### config.mk
export PLATFORM = sky130hd
export DESIGN_NAME = joystick_pan_tilt_position
export DESIGN_NICKNAME = d
export VERILOG_FILES = /design/src/rtl/core/jpt_pkg.sv /design/src/rtl/core/jpt_axis.sv /design/src/rtl/core/joystick_pan_tilt_position.sv
export SDC_FILE = /design/constraint.sdc
export NUM_CORES = 1
export LEC_CHECK = 0
export BUFFER_PORTS_ARGS = -buffer_cell sky130_fd_sc_hd__buf_4
export CORE_UTILIZATION = 60
export DETAILED_ROUTE_END_ITERATION = 12
export PLACE_DENSITY = 0.86
export REMOVE_ABC_BUFFERS = 1
export SLEW_MARGIN = 0
export SYNTH_ARGS = -nofsm -noshare
export SYNTH_HDL_FRONTEND = slang
export SYNTH_SLANG_ARGS = --single-unit
### constraint.sdc
create_clock -name clock -period 16.73 [get_ports clock]
set_input_delay 0.8365 -clock clock [delete_from_list [all_inputs] [get_ports clock]]
set_output_delay 0.8365 -clock clock [all_outputs]
set_load 0.05 [all_outputs]
### src/rtl/core/jpt_pkg.sv
// Shared types and constants for the joystick pan/tilt position block.
package jpt_pkg;

   localparam int unsigned AngleWidth = 8;
   localparam int unsigned AxisWidth  = 16;
   localparam int unsigned CsrIndexWidth = 3;
   localparam int unsigned CsrDataWidth  = 8;

   localparam logic [AngleWidth-1:0] ANGLE_MAX = 8'd180;
   localparam logic [AngleWidth-1:0] ANGLE_RESET = 8'd90;
   // One half in Q1.15, widened to the 17-bit signed domain of an inverted axis.
   localparam logic signed [AxisWidth:0] HALF_Q15 = 17'sd16384;
   localparam logic signed [AxisWidth:0] NEG_HALF_Q15 = -17'sd16384;
   localparam logic [AxisWidth:0] AXIS_OFFSET = 17'd32768;
   localparam logic [6:0] DEGREES_PER_HALF = 7'd90;

   typedef enum logic [1:0] {
      MODE_BUTTONS     = 2'd0,
      MODE_AXES        = 2'd1,
      MODE_AXIS_BUTTON = 2'd2,
      MODE_RESERVED    = 2'd3
   } mode_type;

   typedef enum logic [CsrIndexWidth-1:0] {
      CSR_CONTROL_MODE   = 3'd0,
      CSR_RESET_PRESENT  = 3'd1,
      CSR_LOCK_IS_SWITCH = 3'd2,
      CSR_LOCK_START     = 3'd3,
      CSR_PAN_INVERT     = 3'd4,
      CSR_TILT_INVERT    = 3'd5,
      CSR_PAN_HOME       = 3'd6,
      CSR_TILT_HOME      = 3'd7
   } csr_index_type;

   typedef struct packed {
      logic                         action;
      logic                         btn_pan_up;
      logic                         btn_pan_down;
      logic                         btn_tilt_up;
      logic                         btn_tilt_down;
      logic                         btn_reset;
      logic signed [AxisWidth-1:0]  axis_pan_value;
      logic signed [AxisWidth-1:0]  axis_tilt_value;
   } req_type;

   typedef struct packed {
      logic [AngleWidth-1:0] pan_out;
      logic [AngleWidth-1:0] tilt_out;
   } rsp_type;

   typedef struct packed {
      logic pan_up;
      logic pan_down;
      logic tilt_up;
      logic tilt_down;
      logic home;
   } buttons_type;

   // What one axis converter reports for a stick sample.
   typedef struct packed {
      logic [AngleWidth-1:0] angle;
      logic                  up;
      logic                  down;
   } axis_info_type;

endpackage

### src/rtl/core/jpt_axis.sv
// Converts one stick axis into an absolute angle and up/down threshold flags.
module jpt_axis (
   input  logic signed [jpt_pkg::AxisWidth-1:0] value,
   input  logic                                 invert,
   output jpt_pkg::axis_info_type               info
);

   logic signed [jpt_pkg::AxisWidth:0] v;
   logic [jpt_pkg::AxisWidth:0]        u;
   logic [jpt_pkg::AxisWidth+6:0]      scaled;

   always_comb begin
      v = invert ? -{value[jpt_pkg::AxisWidth-1], value}
                 : {value[jpt_pkg::AxisWidth-1], value};
      // Offset into 0..65536, then (u * 90) / 32768.
      u = $unsigned(v) + jpt_pkg::AXIS_OFFSET;
      scaled = {6'd0, u} * {{(jpt_pkg::AxisWidth){1'b0}}, jpt_pkg::DEGREES_PER_HALF};
      info.angle = scaled[jpt_pkg::AxisWidth+6:jpt_pkg::AxisWidth-1];
      info.up = v > jpt_pkg::HALF_Q15;
      info.down = v < jpt_pkg::NEG_HALF_Q15;
   end

endmodule

### src/rtl/core/joystick_pan_tilt_position.sv
// Top level: pan/tilt angle keeper driven by joystick samples and ticks.
//
// The req_ channel carries one item per accepted handshake: a joystick sample
// (action 0) or a periodic tick (action 1). The rsp_ channel returns the pan
// and tilt angles whenever an item causes an output: a tick in any mode but
// axis mode, or an unlocked sample in axis mode. Other items only update state.
// The csr_ port writes configuration registers by index; write it only while
// no items are in flight.
// An accepted item's result goes to the result register, or to the skid register
// if that one is held. One item is accepted every cycle while req_stall is low;
// all the work is one combinational pass from the request ports into the state and result registers.
// A result register and a one-entry skid register sit on the output, so
// req_stall rises only when both hold results that the receiver has not taken.
// Reset puts both angles at 90, releases all buttons, clears the lock
// bookkeeping and restores the configuration defaults.
module joystick_pan_tilt_position (
   input  logic                                   clock,
   input  logic                                   reset,
   input  logic                                   req_valid,
   output logic                                   req_stall,
   input  jpt_pkg::req_type                       req_payload,
   output logic                                   rsp_valid,
   input  logic                                   rsp_stall,
   output jpt_pkg::rsp_type                       rsp_payload,
   input  logic                                   csr_we,
   input  logic [jpt_pkg::CsrIndexWidth-1:0]      csr_index,
   input  logic [jpt_pkg::CsrDataWidth-1:0]       csr_wdata
);

   // Configuration registers.
   logic [1:0] mode_ff;
   logic       home_present_ff, lock_switch_ff, lock_start_ff;
   logic       pan_invert_ff, tilt_invert_ff;
   logic [jpt_pkg::AngleWidth-1:0] pan_home_ff, tilt_home_ff;

   // Block state.
   logic [jpt_pkg::AngleWidth-1:0] pan_ff, pan_in, tilt_ff, tilt_in;
   jpt_pkg::buttons_type held_ff, held_in;
   logic lock_toggled_ff, lock_toggled_in, release_pending_ff, release_pending_in;

   // Output stages.
   logic out_valid_ff, out_valid_in, skid_valid_ff, skid_valid_in;
   jpt_pkg::rsp_type out_ff, out_in, skid_ff, skid_in;

   jpt_pkg::axis_info_type pan_info, tilt_info;
   logic accept, produce, out_take;
   logic [jpt_pkg::AngleWidth-1:0] pan_home_clamped, tilt_home_clamped;
   jpt_pkg::buttons_type flags;

   jpt_axis u_pan_axis (
      .value  (req_payload.axis_pan_value),
      .invert (pan_invert_ff),
      .info   (pan_info)
   );

   jpt_axis u_tilt_axis (
      .value  (req_payload.axis_tilt_value),
      .invert (tilt_invert_ff),
      .info   (tilt_info)
   );

   assign req_stall = skid_valid_ff;
   assign accept = req_valid && !skid_valid_ff;
   assign out_take = out_valid_ff && !rsp_stall;
   assign rsp_valid = out_valid_ff;
   assign rsp_payload = out_ff;

   assign pan_home_clamped = (pan_home_ff > jpt_pkg::ANGLE_MAX) ? jpt_pkg::ANGLE_MAX
                                                                : pan_home_ff;
   assign tilt_home_clamped = (tilt_home_ff > jpt_pkg::ANGLE_MAX) ? jpt_pkg::ANGLE_MAX
                                                                  : tilt_home_ff;

   always_comb begin
      pan_in = pan_ff;
      tilt_in = tilt_ff;
      held_in = held_ff;
      lock_toggled_in = lock_toggled_ff;
      release_pending_in = release_pending_ff;
      produce = 1'b0;
      flags = '0;

      if (accept) begin
         if (req_payload.action) begin
            if (mode_ff != jpt_pkg::MODE_AXES) begin
               // Increase is applied before decrease when both are held.
               if (held_ff.tilt_up && tilt_in < jpt_pkg::ANGLE_MAX) begin
                  tilt_in = tilt_in + 8'd1;
               end
               if (held_ff.tilt_down && tilt_in != 8'd0) begin
                  tilt_in = tilt_in - 8'd1;
               end
               if (held_ff.pan_up && pan_in < jpt_pkg::ANGLE_MAX) begin
                  pan_in = pan_in + 8'd1;
               end
               if (held_ff.pan_down && pan_in != 8'd0) begin
                  pan_in = pan_in - 8'd1;
               end
               if (held_ff.home && home_present_ff) begin
                  pan_in = pan_home_clamped;
                  tilt_in = tilt_home_clamped;
               end
               produce = 1'b1;
            end
         end else if (mode_ff == jpt_pkg::MODE_AXES) begin
            produce = 1'b1;
            if (home_present_ff) begin
               if (lock_switch_ff) begin
                  if (req_payload.btn_reset ^ lock_start_ff) begin
                     produce = 1'b0;
                  end
               end else begin
                  // The toggle lock flips when the button is released.
                  if (req_payload.btn_reset) begin
                     release_pending_in = 1'b1;
                  end else if (release_pending_ff) begin
                     release_pending_in = 1'b0;
                     lock_toggled_in = ~lock_toggled_ff;
                  end
                  if (lock_start_ff ^ lock_toggled_in) begin
                     produce = 1'b0;
                  end
               end
            end
            if (produce) begin
               pan_in = pan_info.angle;
               tilt_in = tilt_info.angle;
            end
         end else begin
            if (mode_ff == jpt_pkg::MODE_AXIS_BUTTON) begin
               flags.pan_up = pan_info.up;
               flags.pan_down = pan_info.down;
               flags.tilt_up = tilt_info.up;
               flags.tilt_down = tilt_info.down;
            end else begin
               flags.pan_up = req_payload.btn_pan_up;
               flags.pan_down = req_payload.btn_pan_down;
               flags.tilt_up = req_payload.btn_tilt_up;
               flags.tilt_down = req_payload.btn_tilt_down;
            end
            flags.home = home_present_ff ? req_payload.btn_reset : held_ff.home;
            held_in = flags;
         end
      end
   end

   always_comb begin
      out_valid_in = out_valid_ff;
      out_in = out_ff;
      skid_valid_in = skid_valid_ff;
      skid_in = skid_ff;
      if (!out_valid_ff || out_take) begin
         if (skid_valid_ff) begin
            out_valid_in = 1'b1;
            out_in = skid_ff;
            skid_valid_in = 1'b0;
         end else begin
            out_valid_in = produce;
            out_in.pan_out = pan_in;
            out_in.tilt_out = tilt_in;
         end
      end else if (produce) begin
         skid_valid_in = 1'b1;
         skid_in.pan_out = pan_in;
         skid_in.tilt_out = tilt_in;
      end
   end

   always_ff @(posedge clock) begin
      if (reset) begin
         mode_ff <= jpt_pkg::MODE_BUTTONS;
         home_present_ff <= 1'b0;
         lock_switch_ff <= 1'b0;
         lock_start_ff <= 1'b0;
         pan_invert_ff <= 1'b0;
         tilt_invert_ff <= 1'b0;
         pan_home_ff <= jpt_pkg::ANGLE_RESET;
         tilt_home_ff <= jpt_pkg::ANGLE_RESET;
      end else if (csr_we) begin
         case (jpt_pkg::csr_index_type'(csr_index))
            jpt_pkg::CSR_CONTROL_MODE:   mode_ff <= csr_wdata[1:0];
            jpt_pkg::CSR_RESET_PRESENT:  home_present_ff <= csr_wdata[0];
            jpt_pkg::CSR_LOCK_IS_SWITCH: lock_switch_ff <= csr_wdata[0];
            jpt_pkg::CSR_LOCK_START:     lock_start_ff <= csr_wdata[0];
            jpt_pkg::CSR_PAN_INVERT:     pan_invert_ff <= csr_wdata[0];
            jpt_pkg::CSR_TILT_INVERT:    tilt_invert_ff <= csr_wdata[0];
            jpt_pkg::CSR_PAN_HOME:       pan_home_ff <= csr_wdata;
            jpt_pkg::CSR_TILT_HOME:      tilt_home_ff <= csr_wdata;
            default: begin
            end
         endcase
      end
   end

   always_ff @(posedge clock) begin
      if (reset) begin
         pan_ff <= jpt_pkg::ANGLE_RESET;
         tilt_ff <= jpt_pkg::ANGLE_RESET;
         held_ff <= '0;
         lock_toggled_ff <= 1'b0;
         release_pending_ff <= 1'b0;
         out_valid_ff <= 1'b0;
         skid_valid_ff <= 1'b0;
      end else begin
         pan_ff <= pan_in;
         tilt_ff <= tilt_in;
         held_ff <= held_in;
         lock_toggled_ff <= lock_toggled_in;
         release_pending_ff <= release_pending_in;
         out_valid_ff <= out_valid_in;
         skid_valid_ff <= skid_valid_in;
      end
   end

   always_ff @(posedge clock) begin
      out_ff <= out_in;
      skid_ff <= skid_in;
   end

endmodule

---- After elaboration in Yosys (flattened, before gate mapping) ----
Cells that the tools add are included.
storage, ports and cells
  bits in registers ....................... 80
  latch bits .............................. 0
  RAM bits ................................ 0
  bits in read-only memories .............. 0
  input port bits ......................... 54
  output and inout bits ................... 18
  logic and storage cells ................. 133
  memories kept ........................... 0
operators by class
  add/sub/neg operators ................... 8
  $mul .................................... 2
  div/mod/pow operators ................... 0
  magnitude comparators ................... 8
  equality and inequality tests ........... 10
  shift operators ......................... 0
  muxes and demuxes ....................... 48
  bitwise gates (word level) .............. 7
  reduce and logical (&&, ||, !) cells .... 27
operators with widths
  operator                  number
  $mux W8                   24
  $mul A17 B6 Y22 const B   2
  $add A17 B16 Y17 const B  2
  $gt A17 B16 Y1 const B    2
  $lt A17 B15 Y1 const B    2
  $mux W17                  2
  $neg A17 Y17              2
  $mux W1                   20
  $reduce_and A2 Y1         9
  $add A8 B1 Y8 const B     2
  $gt A8 B8 Y1 const B      2
  $lt A8 B8 Y1 const B      2
  $mux W16                  1
  $reduce_bool A8 Y1        2
  $sub A8 B1 Y8 const B     2
  $eq A3 B3 Y1 const B      4
  $logic_and A1 B1 Y1       7
  $eq A3 B2 Y1 const B      2
  $not A1 Y1                5
  $reduce_and A5 Y1         1
  $mux W4                   1
  $reduce_and A4 Y1         1
  $eq A3 B1 Y1 const B      1
  $logic_not A1 Y1          3
  other kinds (8)           9

---- Depth between registers and ports, before layout ----
Gate-level depths: netlist (run 1).
  depth in word-level cells ............... 20
  depth in mapped cells ................... 22
  mapped depth without buffers ............ 22

---- Modules after synthesis ----
From an unflattened synthesis (run 1), not the netlist that was laid out.
unflattened totals
  cell total of the unflattened synthesis .. 1154
  area, all modules ....................... 9800.6 sq um
by module, submodules not included
  module                      times used  cells an instance  area an instance (sq um)  seq. area each (sq um)
  joystick_pan_tilt_position  1           566                5001.0                    1921.8
  jpt_axis (u_pan_axis)       1           302                2417.3                    0.0
  jpt_axis (u_tilt_axis)      1           286                2382.3                    0.0

---- Least setup slack after synthesis (run 1) ----
OpenSTA, ideal clock, no wires.
  kind .................................... input to register
  start ................................... input req_payload[2] (netlist name)
  end ..................................... register skid_ff[6] (netlist name) (data pin)
  setup time .............................. 0.280 ns
  arrival time ............................ 5.773 ns
  data required time ...................... 16.450 ns
  slack ................................... 10.677 ns
  stages .................................. 19
  buffers on the path ..................... 0
  path through ............................ or4_4 -> or4_4 -> o31a_1 -> mux2i_2 -> ha_1 -> ha_1 -> fa_1 -> inv_1 -> fa_1 -> inv_1 -> ha_1 -> a21oi_1 -> nor2b_1 -> nor2_1 -> o31ai_1 -> a211oi_1 -> nor3_1 -> a2111oi_0 -> nor2_1
on the way
  word-level cells in the longest chain between the ends .. 8
RTL lines
  element                      line                               text
  start: declaration           joystick_pan_tilt_position.sv:21   input jpt_pkg::req_type req_payload,
  $neg A17 Y17                 jpt_axis.sv:13                     v = invert ? -{value[jpt_pkg::AxisWidth-1], value}
  $mux W17 *                   jpt_axis.sv:13
  $add A17 B16 Y17 *           jpt_axis.sv:16                     u = $unsigned(v) + jpt_pkg::AXIS_OFFSET;
  $mul A17 B6 Y22 *            jpt_axis.sv:17                     scaled = {6'd0, u} * {{(jpt_pkg::AxisWidth){1'b0}}, jpt_pkg::DEGREES_PER_HALF};
  $mux W8 *                    joystick_pan_tilt_position.sv:124  if (produce) begin
  $mux W8 *                    joystick_pan_tilt_position.sv:104  end else if (mode_ff == jpt_pkg::MODE_AXES) begin
  $mux W8 *                    joystick_pan_tilt_position.sv:83   if (req_payload.action) begin
  $mux W8 *                    joystick_pan_tilt_position.sv:82   if (accept) begin
  named net tilt_in (one bit)  joystick_pan_tilt_position.sv:37   logic [jpt_pkg::AngleWidth-1:0] pan_ff, pan_in, tilt_ff, tilt_in;
  end signal: assignment       joystick_pan_tilt_position.sv:216  skid_ff <= skid_in;
  end: declaration             joystick_pan_tilt_position.sv:43   jpt_pkg::rsp_type out_ff, out_in, skid_ff, skid_in;
Mark *: on every way through the listed nets, which the timed path passes. The rest lies on a longest branch.
A chain may end at the register's enable or synchronous reset.

---- Worst setup path after layout (run 1) ----
Same ends and word-level chain as after synthesis.

==> impl_metrics.csv, run 1 <==
group,metric,value,unit
flow_run,drv_cap,0,
setup_path,worst_path_largest_cell_delay,580,ps
finish,drive_above_1_share,0.0984,
pwr,leakage,4.44,nW
floorplan,die_w,127,um
placement,gp_congestion,0.922,
timing,timing.final.crit_share,0.382,
clock_network,post_cts_resized,0,
hold_path,hold_class,"register to register",
pwr,p_per_area,92.0,nW/um2
drt,dr.max_layer_used,"met4",
finish,fin_area,10200,um2
floorplan,pin_count,72,
clock_network,htree_levels,3,
drt,wire_per_inst,16.5,um
timing,finalMaxSlewViolations,0,
hold_path,min_path_cells,2,
placement,io_buffers,71,
timing,min_period,6390,ps
synth,async_reset_ff_frac,0,
clock_network,cts_hold_buf,0,
drt,dr_wl_met3,1.57,mm
grt,grt_pass1_wl,37.8,mm
synth,synth.area.top_cells,"ha_1 13%, dfxtp_1 10%, edfxtp_1 10%",
clock_network,cts.path.max_buffers,2,
hold_path,min_delay_worst_endpoint,"tilt_home_ff[5]",
setup_path,end_kind,"register",
synth,synth_area_leader_cell,"ha_1",
synth,synth_common_cells,"154 x inv_1, 99 x ha_1, 94 x nand2_1, 81 x nor2_1, 63 x a21oi_1",
pwr,power,0.943,mW
drt,via_count,8422,
status,outcome,"completed",
setup_path,cp.arrival,6460,ps
setup_path,crit_start,"req_payload[2]",
synth,synth_cell_types,82,
placement,place_ws,10110,ps
finish,syn_to_final_growth,9.98,%
clock_network,cts_root_buf,"clkbuf_16",
setup_path,critPathMaxFanout,5,
clock_network,postCtsSetupBuffers,0,
placement,post-place-cells,1351,
grt,gr-total-overflow,0,
clock_network,cts_tree,"built",
synth,yosysWarnings,0,
finish,fillCellCount,1266,
drt,drt_iter0_drc,754,
timing,rsz0062_at_grt,"false",
timing,finalSetupViolCount,0,
timing,tns,0,ps
synth,ys_seq_area_frac,0.206,
timing,finalHoldViolCount,0,
grt,grt_usage,0.291,
hold_path,min-delay-start,"tilt_home_ff[5]",
drt,met1Wirelength,10.2,mm
setup_path,r2r_start,"tilt_invert_ff",
placement,dpl.hpwl,18.2,mm
timing,setup_ws,10340,ps
timing,maxSlewHeadroom,0.358,
setup_path,rr_worst_depth,16,
drt,wl_met2,10.4,mm
synth,ys.flop_type,"dfxtp_1",
synth,synth_seq_cells,80,
setup_path,worstPathCellList,"buf_4 -> or4_4 -> or4_4 -> o31ai_4 -> xnor2_1 -> ha_1 -> inv_1 -> fa_1 -> fa_1 -> inv_1 -> ha_1 -> a21oi_1 -> o21ai_0 -> a211oi_1 -> o31ai_1 -> a211oi_1 -> nor3_1 -> a2111oi_0 -> nor2_1",
clock_network,cts_sinks,80,
finish,fin_nets,1373,
drt,final_antenna_net_count,0,
finish,instances_no_fill,1367,
grt,grt_start_max_net_pins,50,
clock_network,clk_pin_slew,60,ps
synth,synth_top_area_share,0.133,
setup_path,timing.critical_path.buf_inv,3,
synth,synthCells,1125,
timing,finalClockSkew,4.52,ps
clock_network,cts_buffers,9,
setup_path,cp-start-kind,"primary input",
drt,viasPerCell,6.16,
grt,antenna_found_initial,0,
setup_path,cp.required,16800,ps
floorplan,start_util,0.613,
setup_path,r2r_setup_slack,11010,ps
finish,diodes,0,
drt,drt_wl_total,22.6,mm
synth,synth_edf_count,32,
timing,fmax,156,MHz
setup_path,worstSetupPathType,"primary input to register",
grt,grt_pass1_vias,7838,
drt,first_pass_iters,5,
setup_path,crit_family,"compound AO/OA/AOI/OAI gates",
timing,worstMarginPinSlew,960,ps
synth,syn_area,9320,um2
pwr,irDropWorstVdd,0.0000872,V
setup_path,crit_path_top_delay_cell,"a2111oi_0",
floorplan,die_y,127,um
floorplan,dieArea,16000,um2
floorplan,num_rows,45,
synth,synth_area_per_cell,8.28,um2
floorplan,coreArea,15200,um2
clock_network,clock_latency,340,ps
setup_path,reg2reg_to,"skid_ff[6]",
placement,placed_cell_area,9970,um2
synth,synth.most_common_cell,"inv_1",
drt,drc,0,
## worst max-delay path by stage
stage | end | slack, ps | depth (start not counted)
6_report | skid_ff[6] | 10340 | 19
5_1_grt | skid_ff[6] | 9990 | 20
4_1_cts | skid_ff[6] | 10440 | 19
3_5_place_dp | skid_ff[6] | 10110 | 19
3_3_place_gp | skid_ff[6] | 10230 | 19
2_1_floorplan | skid_ff[6] | 10680 | 19
## area by class of cell
type                            count  area, um2  area share
Multi-Input combinational cell    855       6680       0.652
Sequential cell                    80       1920       0.188
Inverter                          155        582      0.0568
Timing Repair Buffer               73        548      0.0535
Tap cell                          188        235      0.0230
Clock buffer                        9        225      0.0220
Clock inverter                      7       55.1     0.00537
## cell families after synthesis
group,Yosys count,synth area share
simple gates,348,0.192
compound gates,257,0.189
buf+inv,190,0.0768
fa+ha+maj,145,0.232
flops,80,0.206
xor+xnor,79,0.0751
mux,26,0.0291
## state kept, by name, indices dropped and copies added, names as in the netlist, 2 cells and up
register      flops
held_ff           5
mode_ff           2
pan_ff            8
pan_home_ff       8
rsp_payload      16
skid_ff          16
tilt_ff           8
tilt_home_ff      8
## worst register-to-register path: stages (launching register included)
cell and delay [ps]:
dfxtp_1 830, o21ai_0 350, xnor2_1 420, ha_1 220
inv_1 80, fa_1 460, fa_1 510, inv_1 40
ha_1 330, a21oi_1 260, o21ai_0 210, a211oi_1 460
o31ai_1 200, a211oi_1 260, nor3_1 130, a2111oi_0 590
nor2_1 120
## metrics by stage
step / util / hold slack (ps)
finish: 0.674 / 486
global route: 0.674 / 518
CTS: 0.674 / 480
detailed placement: 0.656 / 470
global placement: 0.656 / 465
floorplan: - / 438
## power breakdown
part           total (mW)  internal, mW  leakage [nW]  switching (mW)
registers           0.228         0.215         0.694          0.0128
clock network       0.186         0.102         0.128          0.0837
logic               0.529         0.213          3.62           0.316
total               0.943         0.530          4.44           0.413
## layer usage
layer | vias to the layer above | track usage
met5 | - | 0
met4 | 0 | 0.0787
met3 | 46 | 0.0388
met2 | 376 | 0.479
met1 | 3924 | 0.401
li1 | 4076 | -
## cell usage in the layout, fill, tap and decap left out, types with 5 or more instances in the layout
master	count
inv_1	154
ha_1	99
nand2_1	94
nor2_1	81
buf_4	73
a21oi_1	63
xnor2_1	62
o21ai_0	51
dfxtp_1	48
fa_1	46
edfxtp_1	32
nor3_1	30
mux2i_1	19
nand3_1	17
xor2_1	16
nand2b_1	16
a31oi_1	13
a211oi_1	13
nand3b_1	12
nor3b_1	11
o21a_1	11
nand4_1	11
nor2b_1	11
or3_1	10
o31ai_1	10
and2_1	9
a21o_1	9
clkbuf_16	9
nor4_1	8
or4_1	7
a22oi_1	7
and3_1	6
o211ai_1	6
mux2_2	6
a211o_1	6
o41ai_1	5
o22ai_1	5
No activity file was read; power rests on OpenSTA's default activity.
==> run 2, diff against run 1 <==
--- a/config.mk
+++ b/config.mk
@@ -5,10 +5,11 @@
 export SDC_FILE = /design/constraint.sdc
 export NUM_CORES = 1
 export LEC_CHECK = 0
+export ABC_AREA = 1
 export BUFFER_PORTS_ARGS = -buffer_cell sky130_fd_sc_hd__buf_4
-export CORE_UTILIZATION = 60
+export CORE_UTILIZATION = 57
 export DETAILED_ROUTE_END_ITERATION = 12
-export PLACE_DENSITY = 0.86
+export PLACE_DENSITY = 0.85
 export REMOVE_ABC_BUFFERS = 1
 export SLEW_MARGIN = 0
 export SYNTH_ARGS = -nofsm -noshare
==> constraint.sdc (replaced) <==
create_clock -name clock -period 5.3 [get_ports clock]
set_input_delay 0.265 -clock clock [delete_from_list [all_inputs] [get_ports clock]]
set_output_delay 0.265 -clock clock [all_outputs]
set_load 0.05 [all_outputs]
==> run 2 against run 1 <==
Flip-flop and latch count did not move. Synthesized area rose by 3.4%. Clock-buffer cell count did not move. Setup slack got worse by 9900 ps. Power rose to 3.7 times the previous value. Via count rose by 10%. Non-clock buffer count rose by 6. Clock skew rose by 4.2 ps. Utilization fell by 2.2 points. Global-route usage fell by 0.19 points. Largest cell class unchanged. Highest routed layer unchanged.
==> impl_metrics.csv, run 2 <==
group,metric,value,unit
timing,min_period,4820,ps
synth,synth_top_area_share,0.144,
synth,syn_area,9630,um2
floorplan,die_w,132,um
floorplan,die_y,132,um
drt,viasPerCell,5.38,
finish,final_cell_mix,"369 x nand2_1, 261 x inv_1, 114 x nor2_1",
setup_path,end_kind,"register",
clock_network,htree_levels,3,
grt,gr-total-overflow,0,
drt,wire_per_inst,14.0,um
clock_network,clk_pin_slew,60,ps
floorplan,pin_count,72,
setup_path,cp.arrival,4910,ps
placement,dpl.hpwl,19.7,mm
synth,ys.flop_type,"dfxtp_1",
pwr,p_per_area,327,nW/um2
synth,muxShareOfSynthArea,0,
finish,syn_to_final_growth,11.8,%
timing,finalSetupViolCount,0,
synth,yosysWarnings,0,
pwr,irDropWorstVdd,0.000233,V
clock_network,cts_sinks,80,
floorplan,coreArea,16500,um2
synth,ys_seq_area_frac,0.199,
synth,synth_common_cells,"369 x nand2_1, 261 x inv_1, 114 x nor2_1, 99 x ha_1, 98 x nand3_1",
clock_network,cts_root_buf,"clkbuf_16",
finish,instances_no_fill,1722,
finish,drive_above_1_share,0.0939,
grt,grt_start_max_net_pins,29,
timing,rsz0062_at_grt,"false",
drt,final_antenna_net_count,0,
placement,post-place-cells,1706,
timing,fmax,208,MHz
clock_network,cts.path.max_buffers,2,
drt,met1Wirelength,10.4,mm
timing,finalClockSkew,8.76,ps
timing,tns,0,ps
hold_path,hold_class,"primary input to register",
finish,layout_commonest_cell,"nand2_1",
setup_path,cp.required,5390,ps
drt,drc,0,
grt,grt_usage,0.289,
synth,synth-compound-area-share,0.102,
floorplan,dieArea,17400,um2
setup_path,cp-start-kind,"primary input",
timing,timing.final.crit_share,0.909,
drt,drt_wl_total,24.1,mm
synth,synthCells,1427,
synth,synth_edf_count,32,
timing,finalMaxSlewViolations,0,
synth,synthAdderAreaFrac,0.224,
placement,gp_congestion,0.946,
floorplan,num_rows,47,
drt,drt_iter0_drc,790,
placement,io_buffers,71,
drt,dr.max_layer_used,"met4",
finish,fin_nets,1696,
clock_network,cts_hold_buf,0,
drt,wl_met2,11.7,mm
synth,synth_area_leader_cell,"nand2_1",
synth,synth.area.top_cells,"nand2_1 14%, ha_1 13%, inv_1 10%",
grt,grt_pass1_vias,9111,
clock_network,clock_latency,340,ps
synth,synth-simple-area-share,0.300,
synth,synth_cell_types,49,
grt,grt_pass1_wl,41.3,mm
timing,maxSlewHeadroom,0.387,
setup_path,worstSetupPathType,"primary input to register",
flow_run,drv_cap,0,
synth,synth_top_family_by_area,"simple AND/OR/NAND/NOR gates",
synth,yosys.area_share.xor_xnor,0.0582,
setup_path,critPathMaxFanout,5,
drt,first_pass_iters,5,
status,outcome,"completed",
timing,worstMarginPinSlew,914,ps
clock_network,cts_tree,"built",
synth,async_reset_ff_frac,0,
drt,dr_wl_met3,1.16,mm
drt,via_count,9267,
synth,synth.most_common_cell,"nand2_1",
finish,diodes,0,
timing,finalHoldViolCount,0,
floorplan,start_util,0.583,
clock_network,cts_buffers,9,
timing,holdWs,174,ps
synth,synth_area_per_cell,6.75,um2
synth,synth_seq_cells,80,
pwr,leakage,5.74,nW
grt,antenna_found_initial,0,
==> run 2: changes by cell type in the layout (fill, tap and decap cells not counted), sizes merged, moves of 11 or more <==
cell,change
a21oi,+15
inv,+115
mux2i,-20
nand2,+296
nand2b,-16
nand3,+87
nor2,+37
nor2b,-11
nor3,-17
o21ai,+23
xnor2,-43
xor2,+28
==> run 2: final cells by class <==
class / count / area, um2
Fill cell: 1424 / 5760
Sequential cell: 80 / 1920
Tap cell: 220 / 275
Inverter: 273 / 1030
Clock buffer: 9 / 225
Multi-Input combinational cell: 1054 / 6590
Timing Repair Buffer: 79 / 593
Clock inverter: 7 / 135
==> run 2: path summary, 6_finish.rpt <==
path                                startpoint         endpoint  slack (ps)  cells after the start
worst max-delay path            req_payload[0]   rsp_payload[5]         480                     28
worst min-delay path              csr_wdata[6]  tilt_home_ff[6]         170                      3
worst max register to register   pan_invert_ff  rsp_payload[13]         700                     24
worst min register to register      mode_ff[1]       mode_ff[1]         470                      2
==> run 2: cell families (layout without fill, tap and decap cells) <==
kind of cell | after synthesis | in the layout
simple gates | 663 | 663
xor+xnor | 64 | 64
fa+ha+maj | 145 | 145
buf+inv | 293 | 368
compound gates | 182 | 182
flops | 80 | 80
==> run 2: critical path: stages <==
cell	delay (ps)
buf_4	120
inv_1	90
ha_1	190
nand3_1	100
nor2_1	180
nand4_1	140
nand3b_1	200
o21ai_0	140
o21ai_0	130
inv_1	130
ha_1	290
ha_1	330
fa_1	540
inv_1	50
fa_1	500
inv_1	40
ha_1	350
nand2_1	100
o21ai_1	190
nor2_1	70
nand2_1	90
nand3_1	100
a21oi_1	150
nor2_1	50
a21oi_1	140
nand2_1	100
nand3_1	70
nand2_1	70
==> run 2: power breakdown <==
| group | switching, mW | internal, mW |
|---|---|---|
| registers | 0.0333 | 0.684 |
| clock network | 0.277 | 0.471 |
| logic | 1.30 | 0.751 |
| total | 1.61 | 1.91 |
==> run 2: routing by layer <==
metal  track usage  vias to the layer above
met2         0.510                      287
met3        0.0338                       65
met5             0                        -
li1              -                     4679
met1         0.356                     4236
met4         0.120                        0
==> run 2: per-stage QoR <==
stage          setup WS, ps   util  cell area, um2  power [mW]
2_1_floorplan           565      -            9540        2.24
3_3_place_gp            246  0.630           10400        2.68
3_5_place_dp           96.0  0.630           10400        2.74
4_1_cts                 441  0.652           10800        3.49
5_1_grt                12.7  0.652           10800        3.84
6_report                485  0.652           10800        3.52
==> run 2: what timing repair did <==
action,in CTS,in global routing
resized for setup,0,1
endpoints found under the hold margin,0,0
endpoints found under the setup margin,0,2
buffers inserted,0,0
